## src/hw/rtl/ttm_pkg.sv

```systemverilog
package ttm_pkg;

	// item field widths
	localparam int FIELD_W = 24;
	localparam int ANGLE_W = 19;
	localparam int CFG_W = 3;

	// enable bit positions in transform_enables
	localparam int EN_TRANS = 0;
	localparam int EN_ROT = 1;
	localparam int EN_SCALE = 2;

	// parameter defaults
	localparam int FRAC_BITS_DEF = 16;
	localparam int CORDIC_STAGES_DEF = 16;
	localparam int ATAN_ENTRIES = 24;

	// angle and cordic vector width, Q30 radians
	localparam int ZW = 34;
	localparam logic signed [ZW-1:0] Q30_PI = 34'sd3373259426;
	localparam logic signed [ZW-1:0] Q30_HALF_PI = 34'sd1686629713;
	localparam logic signed [ZW-1:0] Q30_TWO_PI = 34'sd6746518852;
	localparam logic signed [ZW-1:0] Q30_GAIN = 34'sd652032874;

	// per-item control travelling down the pipeline
	typedef struct packed {
		logic vld;
		logic trans;
		logic rot;
		logic scl;
	} ctrl_t;

	// arctangent of 2^-idx in Q30
	function automatic logic signed [ZW-1:0] atan_q30(input int idx);
		logic signed [ZW-1:0] r;
		case (idx)
			0: r = 34'sd843314857;
			1: r = 34'sd497837830;
			2: r = 34'sd263043837;
			3: r = 34'sd133525159;
			4: r = 34'sd67021687;
			5: r = 34'sd33543516;
			6: r = 34'sd16775851;
			7: r = 34'sd8388437;
			8: r = 34'sd4194283;
			9: r = 34'sd2097149;
			10: r = 34'sd1048576;
			11: r = 34'sd524288;
			12: r = 34'sd262144;
			13: r = 34'sd131072;
			14: r = 34'sd65536;
			15: r = 34'sd32768;
			16: r = 34'sd16384;
			17: r = 34'sd8192;
			18: r = 34'sd4096;
			19: r = 34'sd2048;
			20: r = 34'sd1024;
			21: r = 34'sd512;
			22: r = 34'sd256;
			23: r = 34'sd128;
			default: r = '0;
		endcase
		return r;
	endfunction

	// clamp to the signed output field range
	function automatic logic [FIELD_W-1:0] sat_field(input logic signed [63:0] v);
		logic signed [63:0] hi;
		logic signed [63:0] lo;
		logic [FIELD_W-1:0] r;
		hi = (64'sd1 <<< (FIELD_W - 1)) - 64'sd1;
		lo = -(64'sd1 <<< (FIELD_W - 1));
		if (v > hi) begin
			r = hi[FIELD_W-1:0];
		end else if (v < lo) begin
			r = lo[FIELD_W-1:0];
		end else begin
			r = v[FIELD_W-1:0];
		end
		return r;
	endfunction

endpackage

```

## src/hw/rtl/ttm_reduce_cell.sv

```systemverilog
module ttm_reduce_cell #(
	parameter int RW = 34,
	parameter int SW = 1,
	parameter int K = 0
) (
	input  logic          clk,
	input  logic          arst_n,
	input  logic          in_vld,
	input  logic [RW-1:0] in_r,
	input  logic [SW-1:0] in_side,
	output logic          out_vld,
	output logic [RW-1:0] out_r,
	output logic [SW-1:0] out_side
);

	// two pi scaled by 2^K
	localparam logic [RW-1:0] STEP = RW'(ttm_pkg::Q30_TWO_PI) << K;

	logic          take;
	logic [RW-1:0] r_nx;
	logic          vld_q;
	logic [RW-1:0] r_q;
	logic [SW-1:0] side_q;

	// one restoring remainder step
	assign take = (in_r >= STEP);
	assign r_nx = take ? (in_r - STEP) : in_r;

	always_ff @(posedge clk or negedge arst_n) begin
		if (!arst_n) begin
			vld_q <= 1'b0;
		end else begin
			vld_q <= in_vld;
		end
	end

	always_ff @(posedge clk) begin
		r_q <= r_nx;
		side_q <= in_side;
	end

	assign out_vld = vld_q;
	assign out_r = r_q;
	assign out_side = side_q;

endmodule

```

## config.mk

```make
export PLATFORM = sky130hd
export DESIGN_NAME = ttm_reduce_cell
export DESIGN_NICKNAME = d
export VERILOG_FILES = /design/src/hw/rtl/ttm_pkg.sv /design/src/hw/rtl/ttm_reduce_cell.sv
export SDC_FILE = /design/constraint.sdc
export NUM_CORES = 1
export LEC_CHECK = 0
export ABC_AREA = 0
export BUFFER_PORTS_ARGS = -buffer_cell sky130_fd_sc_hd__buf_2
export CORE_ASPECT_RATIO = 0.8
export CORE_MARGIN = 2
export CORE_UTILIZATION = 42
export CTS_CLUSTER_SIZE = 40
export DETAILED_ROUTE_END_ITERATION = 6
export GPL_TIMING_DRIVEN = 0
export PLACE_DENSITY = 0.77
export SLEW_MARGIN = 10
export SYNTH_ARGS = -nofsm -noshare
export SYNTH_HDL_FRONTEND = slang
export SYNTH_SLANG_ARGS = --single-unit
```

## constraint.sdc

```tcl
create_clock -name clk -period 0.8 [get_ports clk]
set_input_delay 0.16 -clock clk [delete_from_list [all_inputs] [get_ports clk]]
set_output_delay 0.16 -clock clk [all_outputs]
set_load 0.01 [all_outputs]
```

# Yosys cells after proc, flatten, opt, wreduce, memory -nomap -nowiden
# Cells that the tools add are included.
[word_totals]
in_bits = 38
word_cells = 6
output_inout_bits = 36
regBits = 36
[op_classes]
n_lt_le_gt_ge = 1
muxes = 1
n_addsub = 1
[op_table]
columns = ["cell", "count"]
rows = [
  ["$ge A34 B33 Y1 const B", 1],
  ["$mux W34", 1],
  ["$sub A34 B33 Y34 const B", 1],
]

# Longest topological paths before layout
[logic_depth]
depth_word = 2
depth_mapped = 9
depth_no_buf = 8

# Worst setup path after synthesis
# OpenSTA, ideal clock, no wires.
[synth_timing]
path_type = "input port to flip-flop"
start = "input in_r[24]"
end = "register r_q[33] (netlist: out_r[33])"
arrival_ps = 2166
path_buffers = 2
setup_time_ps = 121
required_ps = 679
slack_ps = -1487
cell_stages = 8
path_cell_list = "or4_1 buf_2 a221o_1 nor2b_4 a2111oi_4 buf_6 nor2_1 mux2_2"
[synth_via]
elab_chain_cells = 2
word_cells_on_any_way = 3
classes_between = "add/sub: 1; order compare: 1; mux: 1"
[synth_lines]
columns = ["item", "line_no", "rtl"]
rows = [
  ["start: declaration", "ttm_reduce_cell.sv:9", "input logic [RW-1:0] in_r,"],
  ["$sub A34 B33 Y34 / $ge A34 B33 Y1 (equally long branches)", "ttm_reduce_cell.sv:27, ttm_reduce_cell.sv:26", ""],
  ["$mux W34 (*)", "ttm_reduce_cell.sv:27", "assign r_nx = take ? (in_r - STEP) : in_r;"],
  ["net r_nx[33]", "ttm_reduce_cell.sv:20", "logic [RW-1:0] r_nx;"],
  ["end signal: assignment", "ttm_reduce_cell.sv:38", "r_q <= r_nx;"],
  ["end: declaration", "ttm_reduce_cell.sv:22", "logic [RW-1:0] r_q;"],
]
# Mark *: on every way through the listed nets, which the timed path passes. The rest lies on a longest branch.

# Worst setup path after layout
[layout_timing]
start = "input in_r[23]"
end = "register r_q[33] (netlist: out_r[33])"
# The elaborated chain is that of the path after synthesis.

==> Flow_metrics.wiki <==
{| class="wikitable"
! Metric !! Value
|-
| Run status || finished, violations left
|-
| Failing checks || setup timing
|-
| Fraction of the cycle the final worst path needs || 2.58
|-
| Die X || 73.9 um
|-
| Number of antenna violations at the first check in global routing || 0
|-
| Category of the most critical setup path || in -> reg
|-
| Achievable Freq || 0.485 GHz
|-
| First-pass detailed-route iteration total || 4
|-
| Clock share of power || 0.323
|-
| Hold WC Path Type || in -> reg
|-
| Worst endpoint data arrival time || around 2.2 ns
|-
| Number of global-route vias before repair || around 1400
|-
| Number of endpoints with negative hold slack in the final report || 0
|-
| Clock slew seen by the registers of the worst setup and hold paths || 0.07 ns
|-
| DP Worst Slack || -2.03 ns
|-
| Setup repair after global routing missed its margin || true
|-
| Total inserted antenna cells || 0
|-
| GRT Resource Usage Total || 0.204
|-
| Largest fanout of any net on the critical path || 5
|-
| IO Pins || 74
|-
| GR Overflow Total || 0
|-
| Maximum ir drop on the vdd rail || roughly 1100 uV
|-
| End point of the critical path || out_r[33]
|-
| Maximum level of the CTS H-tree || 2
|-
| Final setup viols || between 60 and 70
|-
| Req. time, crit path || ~0.97 ns
|-
| Wire length reported by the detailed router || 4670 um
|-
| TritonCTS Sinks || 36
|-
| Total number of nets in the final design || approximately 300
|-
| Most area-consuming cells after synthesis || sky130_fd_sc_hd__dfxtp_1 43%, sky130_fd_sc_hd__xnor2_1 8.0%, sky130_fd_sc_hd__xor2_1 8.0%
|-
| Sw Ratio || 0.271
|-
| Relative slew slack || 0.726
|-
| Number of max-cap violations || 0
|-
| Total net switching power || roughly 1.3 mW
|-
| Cell count after synthesis || roughly 160
|-
| Sequential power share || 0.425
|-
| Share of the yosys chip area belonging to registers || 0.442
|-
| Remaining design rule violation count || 0
|-
| Maximum number of pins on one net before global-route repair || 13
|-
| Leak || 1.22 nW
|-
| Via count normalized by instance count || between 5 and 6
|-
| Height of the die || 59.9 um
|-
| Register bit total from synthesis || 36
|-
| Gp weighted congestion || roughly 0.84
|-
| Input/output buffers || 71
|-
| Number of placement rows || 20
|-
| Post-detailed-placement half-perimeter wirelength || 2870 um
|-
| Flip-flop cell with the highest count after synthesis || sky130_fd_sc_hd__dfxtp_1
|-
| Max Slew Vio Count || 0
|-
| Cell type with the largest total area after synthesis || sky130_fd_sc_hd__dfxtp_1
|-
| Number of buffers created by CTS || 5
|-
| Power Dens Cells || about 1800 nW/um^2
|-
| Maximum number of buffers from clock root to sink || 2
|-
| Detailed-route via count || 1634
|-
| Kind of start point of the critical path || input port
|-
| Yosys top cell area share || 0.427
|-
| Number of nets in the synthesized netlist || 203
|-
| Detail Route Antenna Nets || 0
|-
| Ratio of cells with drive above 1 in the final layout || 0.589
|-
| Final worst-path setup slack || -1.26 ns
|-
| Beginning of the critical path || in_r[23]
|-
| Die area || ~4400 sq um
|-
| Post-synth cell types || 45
|-
| Avg Cell Area, Syn || 10.1 sq um
|-
| Clock tree from TritonCTS || built
|-
| Synthesized area || between 1500 and 2000 sq um
|-
| Standard cell core area || ~3800 sq um
|-
| Iteration-0 DRC Markers || between 50 and 60
|-
| Power after layout || roughly 4.9 mW
|-
| Starting density of the core || 0.434
|-
| Part of the power in combinational logic || 0.252
|-
| Shortest clock period the worst path allows after layout || approximately 2.1 ns
|-
| Worst setup EP type || flip-flop
|-
| Ys async rst share || 0.0278
|-
| Synthesis-to-layout area growth || 67.3%
|-
| Buffer type at the clock tree root || sky130_fd_sc_hd__clkbuf_8
|-
| Number of flops mapped to enable cells by yosys || 0
|-
| Worst slew pin tran || ~0.4 ns
|-
| P_int || 3.55 mW
|-
| First-pass GRT wire length || about 6700 um
|-
| Post-DR wirelength/cell || approximately 15 um
|-
| Synth warnings || 0
|}
## layer usage
metal | up-vias | GRT usage | wire length, um
met5 | - | 0 | 0
met2 | 56 | 0.330 | 2230
met4 | 0 | 0.0857 | 114
li1 | 790 | - | -
met1 | 777 | 0.261 | 2060
met3 | 11 | 0.0506 | 266
## cell usage in the layout, fill, tap and decap left out, types with 3 or more instances in the layout
master,instances
sky130_fd_sc_hd__buf_2,55
sky130_fd_sc_hd__dfxtp_1,23
sky130_fd_sc_hd__buf_6,20
sky130_fd_sc_hd__xor2_1,15
sky130_fd_sc_hd__xnor2_1,13
sky130_fd_sc_hd__buf_4,12
sky130_fd_sc_hd__dfxtp_2,12
sky130_fd_sc_hd__nand4_1,6
sky130_fd_sc_hd__nand2_1,5
sky130_fd_sc_hd__nor2_1,5
sky130_fd_sc_hd__clkbuf_8,5
sky130_fd_sc_hd__dlygate4sd3_1,5
sky130_fd_sc_hd__and2_1,4
sky130_fd_sc_hd__and3_1,4
sky130_fd_sc_hd__nand2_2,4
sky130_fd_sc_hd__nor4_4,3
sky130_fd_sc_hd__a21oi_2,3
sky130_fd_sc_hd__nand2_4,3
sky130_fd_sc_hd__a21oi_1,3
## stage by stage
step            util  TNS [ns]  instances  area [sq um]  hold WS (ns)
3_5_place_dp   0.554    -57.06        289          2090       -0.0642
3_3_place_gp   0.554    -56.56        289          2090       -0.0650
4_1_cts        0.670    -39.47        315          2530        0.0431
2_1_floorplan      -    -42.29        163          1670        -0.136
6_report       0.727    -39.79        318          2750        0.0475
5_1_grt        0.727    -41.95        318          2750        0.0383
## flip-flops by register name, summed over array words and instances, names as in the netlist
| register | cells |
|---|---|
| out_vld | 1 |
| out_side | 1 |
| out_r | 34 |
## Yosys cell counts, types with 2 or more instances
cell                       count
sky130_fd_sc_hd__a211oi_1      2
sky130_fd_sc_hd__a21o_1        2
sky130_fd_sc_hd__a21oi_1       7
sky130_fd_sc_hd__a221oi_1      3
sky130_fd_sc_hd__a31o_2        2
sky130_fd_sc_hd__a31oi_1       2
sky130_fd_sc_hd__and2_1        4
sky130_fd_sc_hd__and3_1        4
sky130_fd_sc_hd__buf_6         2
sky130_fd_sc_hd__clkbuf_1      2
sky130_fd_sc_hd__dfxtp_1      35
sky130_fd_sc_hd__ha_1          2
sky130_fd_sc_hd__inv_1         2
sky130_fd_sc_hd__nand2_1      12
sky130_fd_sc_hd__nand3b_1      2
sky130_fd_sc_hd__nand4_1       6
sky130_fd_sc_hd__nor2_1        7
sky130_fd_sc_hd__nor3_1        2
sky130_fd_sc_hd__nor4_1        3
sky130_fd_sc_hd__nor4b_1       2
sky130_fd_sc_hd__nor4bb_1      2
sky130_fd_sc_hd__o21ai_0       5
sky130_fd_sc_hd__or2_2         2
sky130_fd_sc_hd__or4_1         2
sky130_fd_sc_hd__xnor2_1      15
sky130_fd_sc_hd__xor2_1       15
## logic make-up after synthesis
| kind of cell | after synthesis | synth area share |
|---|---|---|
| simple gates | 56 | 0.207 |
| flops | 36 | 0.442 |
| compound gates | 30 | 0.141 |
| xor+xnor | 30 | 0.160 |
| buf+inv | 8 | 0.0282 |
| fa+ha+maj | 2 | 0.0152 |
| mux | 1 | 0.00686 |
## worst max-delay path, cell delays in order
cell	delay [ns]
sky130_fd_sc_hd__buf_8	0.10
sky130_fd_sc_hd__or4_4	0.53
sky130_fd_sc_hd__a221o_1	0.37
sky130_fd_sc_hd__nor2b_4	0.16
sky130_fd_sc_hd__a2111oi_4	0.27
sky130_fd_sc_hd__buf_4	0.21
sky130_fd_sc_hd__buf_6	0.14
sky130_fd_sc_hd__nor2_2	0.03
sky130_fd_sc_hd__mux2_4	0.27
## timing repair
action,CTS,global route
endpoints found under the setup margin,68,68
pin swaps,14,13
hold buffers,5,0
cloned,2,0
buffers inserted,12,6
resized for setup,40,49
endpoints found under the hold margin,5,0
## cell type report
cell class	instances	area, sq um
Tap cell	55	68.8
Multi-Input combinational cell	119	1120
Timing Repair Buffer	93	661
Sequential cell	36	741
Fill cell	259	1030
Clock inverter	3	42.5
Buffer	5	33.8
Inverter	2	7.51
Clock buffer	5	68.8
## how the worst min path moves through the flow
stage               startpoint         to  depth (start not counted)
global route          in_r[24]  out_r[24]                          2
global placement        arst_n    out_vld                          1
finish                in_r[24]  out_r[24]                          2
CTS                   in_r[24]  out_r[24]                          2
detailed placement      arst_n    out_vld                          1
floorplan               arst_n    out_vld                          0
## power groups by stage
stage	Combinational, mW	Clock (mW)	Sequential [mW]
after floorplan	0.365	0	2.20
after CTS	1.06	1.60	2.04
after detailed placement	0.892	0	2.08
after global placement	0.877	0	2.08
after global routing	1.32	1.71	2.09
final	1.23	1.57	2.07
(Power assumes the default switching activity.)
