**config.mk**
```make
export PLATFORM = sky130hd
export DESIGN_NAME = ttm_cordic_cell
export DESIGN_NICKNAME = d
export VERILOG_FILES = /design/src/hw/rtl/ttm_pkg.sv /design/src/hw/rtl/ttm_cordic_cell.sv
export SDC_FILE = /design/constraint.sdc
export NUM_CORES = 1
export LEC_CHECK = 0
export ABC_AREA = 1
export BUFFER_PORTS_ARGS = -buffer_cell sky130_fd_sc_hd__buf_2
export CAP_MARGIN = 20
export CORE_MARGIN = 2
export CORE_UTILIZATION = 50
export DETAILED_ROUTE_END_ITERATION = 6
export PLACE_DENSITY = 0.85
export REMOVE_ABC_BUFFERS = 1
export SKIP_LAST_GASP = 1
export SLEW_MARGIN = 20
export SYNTH_ARGS = -nofsm -noshare
export SYNTH_HDL_FRONTEND = slang
export SYNTH_SLANG_ARGS = --single-unit
```
**constraint.sdc**
```tcl
create_clock -name clk -period 0.8 [get_ports clk]
set_clock_uncertainty 0.1 [all_clocks]
set_input_delay 0 -clock clk [delete_from_list [all_inputs] [get_ports clk]]
set_output_delay 0 -clock clk [all_outputs]
set_load 0.01 [all_outputs]
```
**src/hw/rtl/ttm_pkg.sv**
```systemverilog
package ttm_pkg;

	// item field widths
	localparam int FIELD_W = 24;
	localparam int ANGLE_W = 19;
	localparam int CFG_W = 3;

	// enable bit positions in transform_enables
	localparam int EN_TRANS = 0;
	localparam int EN_ROT = 1;
	localparam int EN_SCALE = 2;

	// parameter defaults
	localparam int FRAC_BITS_DEF = 16;
	localparam int CORDIC_STAGES_DEF = 16;
	localparam int ATAN_ENTRIES = 24;

	// angle and cordic vector width, Q30 radians
	localparam int ZW = 34;
	localparam logic signed [ZW-1:0] Q30_PI = 34'sd3373259426;
	localparam logic signed [ZW-1:0] Q30_HALF_PI = 34'sd1686629713;
	localparam logic signed [ZW-1:0] Q30_TWO_PI = 34'sd6746518852;
	localparam logic signed [ZW-1:0] Q30_GAIN = 34'sd652032874;

	// per-item control travelling down the pipeline
	typedef struct packed {
		logic vld;
		logic trans;
		logic rot;
		logic scl;
	} ctrl_t;

	// arctangent of 2^-idx in Q30
	function automatic logic signed [ZW-1:0] atan_q30(input int idx);
		logic signed [ZW-1:0] r;
		case (idx)
			0: r = 34'sd843314857;
			1: r = 34'sd497837830;
			2: r = 34'sd263043837;
			3: r = 34'sd133525159;
			4: r = 34'sd67021687;
			5: r = 34'sd33543516;
			6: r = 34'sd16775851;
			7: r = 34'sd8388437;
			8: r = 34'sd4194283;
			9: r = 34'sd2097149;
			10: r = 34'sd1048576;
			11: r = 34'sd524288;
			12: r = 34'sd262144;
			13: r = 34'sd131072;
			14: r = 34'sd65536;
			15: r = 34'sd32768;
			16: r = 34'sd16384;
			17: r = 34'sd8192;
			18: r = 34'sd4096;
			19: r = 34'sd2048;
			20: r = 34'sd1024;
			21: r = 34'sd512;
			22: r = 34'sd256;
			23: r = 34'sd128;
			default: r = '0;
		endcase
		return r;
	endfunction

	// clamp to the signed output field range
	function automatic logic [FIELD_W-1:0] sat_field(input logic signed [63:0] v);
		logic signed [63:0] hi;
		logic signed [63:0] lo;
		logic [FIELD_W-1:0] r;
		hi = (64'sd1 <<< (FIELD_W - 1)) - 64'sd1;
		lo = -(64'sd1 <<< (FIELD_W - 1));
		if (v > hi) begin
			r = hi[FIELD_W-1:0];
		end else if (v < lo) begin
			r = lo[FIELD_W-1:0];
		end else begin
			r = v[FIELD_W-1:0];
		end
		return r;
	endfunction

endpackage

```
**src/hw/rtl/ttm_cordic_cell.sv**
```systemverilog
module ttm_cordic_cell #(
	parameter int SW = 1,
	parameter int IDX = 0
) (
	input  logic                            clk,
	input  logic                            arst_n,
	input  logic                            in_vld,
	input  logic signed [ttm_pkg::ZW-1:0]   in_x,
	input  logic signed [ttm_pkg::ZW-1:0]   in_y,
	input  logic signed [ttm_pkg::ZW-1:0]   in_z,
	input  logic [SW-1:0]                   in_side,
	output logic                            out_vld,
	output logic signed [ttm_pkg::ZW-1:0]   out_x,
	output logic signed [ttm_pkg::ZW-1:0]   out_y,
	output logic signed [ttm_pkg::ZW-1:0]   out_z,
	output logic [SW-1:0]                   out_side
);

	localparam logic signed [ttm_pkg::ZW-1:0] ATAN = ttm_pkg::atan_q30(IDX);

	logic                          rot_pos;
	logic signed [ttm_pkg::ZW-1:0] x_nx;
	logic signed [ttm_pkg::ZW-1:0] y_nx;
	logic signed [ttm_pkg::ZW-1:0] z_nx;
	logic                          vld_q;
	logic signed [ttm_pkg::ZW-1:0] x_q;
	logic signed [ttm_pkg::ZW-1:0] y_q;
	logic signed [ttm_pkg::ZW-1:0] z_q;
	logic [SW-1:0]                 side_q;

	// one micro-rotation, direction from the residual angle sign
	assign rot_pos = ~in_z[ttm_pkg::ZW-1];

	always_comb begin
		if (rot_pos) begin
			x_nx = in_x - (in_y >>> IDX);
			y_nx = in_y + (in_x >>> IDX);
			z_nx = in_z - ATAN;
		end else begin
			x_nx = in_x + (in_y >>> IDX);
			y_nx = in_y - (in_x >>> IDX);
			z_nx = in_z + ATAN;
		end
	end

	always_ff @(posedge clk or negedge arst_n) begin
		if (!arst_n) begin
			vld_q <= 1'b0;
		end else begin
			vld_q <= in_vld;
		end
	end

	always_ff @(posedge clk) begin
		x_q <= x_nx;
		y_q <= y_nx;
		z_q <= z_nx;
		side_q <= in_side;
	end

	assign out_vld = vld_q;
	assign out_x = x_q;
	assign out_y = y_q;
	assign out_z = z_q;
	assign out_side = side_q;

endmodule

```
==> summary.md, run 1 <==
| Metric | Value |
|---|---|
| CTS buffer count | `9` |
| Synth warn | `0` |
| Area leader, netlist | `dfxtp_1` |
| IO buf count | `209` |
| Post-synth EDFFs | `0` |
| Multiplexer area fraction after synthesis | `less than 1%` |
| GR repair worst EP | `out_y[19]$_DFF_P_/D` |
| Clock Sinks | `103` |
| Main combinational cell family by area after synthesis | `simple AND/OR/NAND/NOR gates` |
| Top cell type's share of synthesized area | `between 15 and 20%` |
| Post-synthesis register bit count | `103` |
| Total grt overflow | `4292` |
| Pin count of the biggest net entering global routing | `between 40 and 50` |
| Adder-cell share of the synthesized area | `15.3%` |
| Initial Utilization | `~51%` |
| Post-Synth Simple-Gate Area | `33.5%` |
| Synth async-reset ratio | `0.971%` |
| Routability Congestion | `approximately 1.1` |
| Clock Path Buffers | `2` |
| Top_reg_cell synth | `dfxtp_1` |
| IO Pins | `210` |
| Mapped Area | `roughly 11000 um2` |
| Worst_ep kind | `register data pin` |
| Outcome | `did not finish` |
| CTS Root Cell | `clkbuf_16` |
| Mean area per synthesized cell | `between 6 and 7 um2` |
| Total global-route track usage | `111%` |
| Fail Step | `5_1_grt` |
| Overall die width | `approximately 150 um` |
| Netlist cell types | `48` |
| H-tree Lvls | `3` |
| Post-Synthesis Cells | `~1800` |
| # rows | `55` |
| Placed cells | `~2700` |
| Log Error | `[ERROR GRT-0232] Routing congestion too high. Check the congestion heatmap in the GUI.` |
| Sequential-to-total area share from yosys stat | `18.2%` |
| Hpwl dp | `37200 um` |
| Xor/xnor cell area share of the yosys netlist | `~3.8%` |
| Top cells by area, synth | `dfxtp_1 (18%), nand2_1 (16%), ha_1 (15%), inv_1 (8.1%), a21oi_1 (7.3%)` |
| Chip height | `155 um` |
| Synth Area in Compound Gates | `between 10% and 20%` |
==> Yosys cell counts (4+ instances only) <==
master    instances
a21o_1           17
a21oi_1         166
a21oi_2           6
a31oi_1           5
buf_2            12
buf_4            20
buf_6             5
clkbuf_1          6
dfxtp_1         102
fa_1              4
ha_1            132
inv_1           246
inv_2             9
nand2_1         490
nand2_2          12
nand3_1         151
nand4_1          17
nor2_1          166
nor2_2           13
nor3_1           20
nor4_2            4
o211ai_1          4
o21ai_0          94
o21ai_1          17
o21ai_2           8
o21bai_1         22
o22ai_1           6
o31ai_1           4
xnor2_1          11
xor2_1           38
==> kinds of logic after synthesis <==
logic type / after synthesis
flip-flops: 103
adder cells (fa/ha/maj): 136
AND/OR/NAND/NOR: 892
multiplexers: 3
buffers and inverters: 301
AO/OA/AOI/OAI: 360
XOR/XNOR: 49
==> per-stage QoR <==
step / setup slack [ps] / hold WS [ps] / utilization [%] / area [um2] / setup TNS, ps
floorplan: -2370 / -396 / - / 11000 / -135620
global placement: -1350 / -326 / 69.8 / 15700 / -110630
detailed placement: -1360 / -324 / 69.8 / 15700 / -114880
CTS: -706 / -49.4 / 85.0 / 19100 / -65570
==> timing repair <==
item / CTS
endpoints found under the hold margin: 13
cloned: 1
pin swaps: 164
endpoints found under the setup margin: 200
hold buffers: 6
buffers inserted: 56
resized for setup: 637
==> per-layer routing <==
layer	track usage, %	GRT overflow
met3	65.0	17
met1	90.6	31
met4	122	574
met2	177	3669
met5	13.3	1
==> run 2, diff against run 1 <==
--- a/config.mk
+++ b/config.mk
@@ -9,9 +9,9 @@
 export BUFFER_PORTS_ARGS = -buffer_cell sky130_fd_sc_hd__buf_2
 export CAP_MARGIN = 20
 export CORE_MARGIN = 2
-export CORE_UTILIZATION = 50
+export CORE_UTILIZATION = 35
 export DETAILED_ROUTE_END_ITERATION = 6
-export PLACE_DENSITY = 0.85
+export PLACE_DENSITY_LB_ADDON = 0.15
 export REMOVE_ABC_BUFFERS = 1
 export SKIP_LAST_GASP = 1
 export SLEW_MARGIN = 20
==> constraint.sdc (replaced) <==
create_clock -name clk -period 1 [get_ports clk]
set_clock_uncertainty 0.1 [all_clocks]
set_input_delay 0 -clock clk [delete_from_list [all_inputs] [get_ports clk]]
set_output_delay 0 -clock clk [all_outputs]
set_load 0.01 [all_outputs]
==> run 2 against run 1 <==
The flow now finishes, with violations (hold timing, setup timing). Synthesized area is the same. Synthesized cell count is the same.
==> summary.md, run 2 <==
| Metric | Value |
|---|---|
| Post-Synth Simple-Gate Area | `roughly 33%` |
| Initial antenna violation count | `0` |
| Routed len/inst | `18.0 um` |
| Post-Synthesis Cells | `about 1800` |
| Reg power frac | `between 20% and 30%` |
| Pin count of the biggest net entering global routing | `70` |
| Main combinational cell family by area after synthesis | `simple AND/OR/NAND/NOR gates` |
| Worst Max-Slew Pin Slew | `around 690 ps` |
| IO Pins | `210` |
| IO buf count | `roughly 210` |
| Pwr dens | `~1100 nW/um2` |
| Area Overhead vs Synth | `87.8%` |
| Sequential Area | `2070 um2` |
| Final Hold Fails | `9` |
| Post-synth EDFFs | `0` |
| DP Area | `15600 um2` |
| Hold-critical path depth | `5` |
| CTS buffer count | `9` |
| Top cell type's share of synthesized area | `between 10% and 20%` |
| Clk network pwr share | `between 10% and 20%` |
| Area of the die | `33800 um2` |
| Placed cells | `2814` |
| Area occupied by multi-input gates | `between 10000 and 15000 um2` |
| Netlist cell types | `48` |
| Multiplexer area fraction after synthesis | `0.265%` |
| Fin crit period | `between 1500 and 2000 ps` |
| Total global-route track usage | `approximately 28%` |
| Arrival @ worst endpoint | `1760 ps` |
| Routed vias/inst | `5.20` |
| Comb power frac | `between 60% and 70%` |
| NetSw | `9.70 mW` |
| Overall die width | `184 um` |
| Mapped Area | `11300 um2` |
| Slew HR | `between 50% and 60%` |
| Fmax | `approximately 650 MHz` |
| Share of cells above drive strength 1 | `about 59%` |
| Switching part of the total | `42.3%` |
| Routability Congestion | `0.967` |
| Xor/xnor cell area share of the yosys netlist | `3.79%` |
| Setup TNS | `-39140 ps` |
| Chip height | `between 150 and 200 um` |
| Synth top cells by count | `nand2_1 (490), inv_1 (246), a21oi_1 (166), nor2_1 (166), nand3_1 (151)` |
| Post-synthesis register bit count | `about 100` |
| Synth async-reset ratio | `less than 1%` |
| # rows | `between 60 and 70` |
| First-pass iteration count of the detailed router | `5` |
| Area leader, netlist | `dfxtp_1` |
| Clk slew on worst S/H paths | `approximately 70 ps` |
| DR iter-0 viols | `between 900 and 1000` |
| Final ANT Viol Nets | `0` |
| Fin nets | `2754` |
| Post-cts hold buffer count | `6` |
| Worst path required time | `around 1200 ps` |
| Total grt overflow | `0` |
| Adder-cell share of the synthesized area | `between 15 and 20%` |
| Mean area per synthesized cell | `around 6.1 um2` |
| Top cells by area, synth | `dfxtp_1 (18%), nand2_1 (16%), ha_1 (15%), inv_1 (8.1%), a21oi_1 (7.3%)` |
| CTS Root Cell | `clkbuf_16` |
| Final worst slack | `-550 ps` |
| Vias in the first global route | `about 15000` |
| Outcome | `finished, violations left` |
| Max Fanout on Critical Path | `4` |
| # setup viols final | `92` |
| Critical Path Start Type | `input port` |
| Via count | `roughly 15000` |
| Pleak | `slightly above 10 nW` |
| RSZ-0062 raised after global routing | `yes` |
| Internal power | `~13 mW` |
| Top_reg_cell synth | `dfxtp_1` |
| Worst Hold Class | `input port to flop` |
| Core Util, Final | `roughly two thirds` |
| Clock Path Buffers | `2` |
| Failing checks | `hold timing, setup timing` |
| Hold_ws | `-58.9 ps` |
| Final critical-path share of the clock period | `155%` |
| Most frequent cell after synthesis | `nand2_1` |
| Sequential-to-total area share from yosys stat | `18.2%` |
| CTS tree | `yes` |
| Synth warn | `0` |
| H-tree Lvls | `3` |
| Post-route design area | `between 20000 and 25000 um2` |
| N_diodes | `0` |
| VDD IR max | `around 1.0 mV` |
| Worst Setup SP | `in_y[4]` |
| Slew Limit Fails | `0` |
| Most frequent cells in the layout | `buf_4 (397), nand2_1 (296), buf_2 (185)` |
| Core outline area | `roughly 32000 um2` |
| Number of max-cap violations | `0` |
| Crit path capture type | `flop` |
| Crit Path Class | `input port to flop` |
| Filler cells | `approximately 2600` |
| Most common cell after layout, fill and taps aside | `buf_4` |
| Detailed-route DRC error count | `0` |
| First-pass GRT wire length | `~75000 um` |
| Synth Area in Compound Gates | `between 10% and 20%` |
| Initial Utilization | `a little over a third` |
| DRT Wirelength | `approximately 52000 um` |
| Clock Sinks | `just over 100` |
| Hpwl dp | `~37000 um` |
| HP Start | `in_z[32]` |
| Non-Filler Instances | `~3000` |
==> run 2: cell counts after synthesis <==
Identical to the previous run, type by type.
==> run 2: logic make-up (layout without fill, tap and decap cells) <==
| kind of cell | Yosys count | in the layout |
|---|---|---|
| compound gates | 360 | 360 |
| xor+xnor | 49 | 49 |
| simple gates | 892 | 892 |
| mux | 3 | 3 |
| buf+inv | 301 | 973 |
| fa+ha+maj | 136 | 136 |
| flops | 103 | 103 |
==> run 2: layout make-up <==
type | count | share of cell area (%)
Inverter | 257 | 4.85
Clock inverter | 4 | 0.265
Tap cell | 402 | 2.36
Timing Repair Buffer | 700 | 25.3
Multi-Input combinational cell | 1440 | 56.3
Clock buffer | 11 | 1.14
Sequential cell | 103 | 9.73
Timing Repair inverter | 1 | 0.0764
==> run 2: metal layers <==
layer / routed length, um / vias to the layer above / share of wire, % / global-route usage, %
li1: - / 7312 / - / -
met1: 21700 / 7190 / 41 / 35.2
met2: 25800 / 562 / 49 / 49.2
met3: 2900 / 114 / 5.5 / 3.86
met4: 2000 / 0 / 3.8 / 11.5
met5: 0 / - / 0 / 0
==> run 2: worst max-delay path, stage by stage <==
cell and delay (ps):
buf_8 100, ha_4 310, buf_6 130, buf_8 140
nand2_8 80, buf_6 120, nor3_4 190, nand2_1 100
nand3b_1 110, buf_6 150, a21oi_4 60, nand2_1 50
nand2_1 60, o21ai_2 160
==> run 2: power groups by stage <==
| stage | registers (mW) | clock network, mW | logic, mW |
|---|---|---|---|
| after detailed placement | 5.20 | 0 | 9.42 |
| final | 5.12 | 3.89 | 13.9 |
| after floorplan | 5.62 | 0 | 4.27 |
| after CTS | 5.12 | 3.93 | 11.8 |
| after global placement | 5.20 | 0 | 9.36 |
| after global routing | 5.19 | 4.07 | 14.8 |
==> run 2: per-stage QoR <==
step | hold WS [ps] | power, mW | worst slack [ps]
2_1_floorplan | -396 | 9.89 | -2170
3_3_place_gp | -325 | 14.6 | -1180
3_5_place_dp | -322 | 14.6 | -1210
4_1_cts | -76.0 | 20.9 | -528
5_1_grt | -23.2 | 24.1 | -619
6_report | -58.9 | 22.9 | -550
==> run 2: timing repair <==
| item | 4_1_cts | 5_1_grt |
|---|---|---|
| endpoints found under the hold margin | 20 | 7 |
| resized for setup | 693 | 485 |
| gates cloned | 2 | 0 |
| endpoints found under the setup margin | 97 | 98 |
| pin swaps | 203 | 231 |
| buffers inserted | 54 | 52 |
==> run 2: path summary, 6_finish.rpt <==
check | endpoint | slack, ps
setup / recovery | out_y[19] | -550
max in group asynchronous | out_vld | 370
hold / removal | out_z[33] | -60
min in group asynchronous | out_vld | 330
Power figures use the tool's default switching activity.
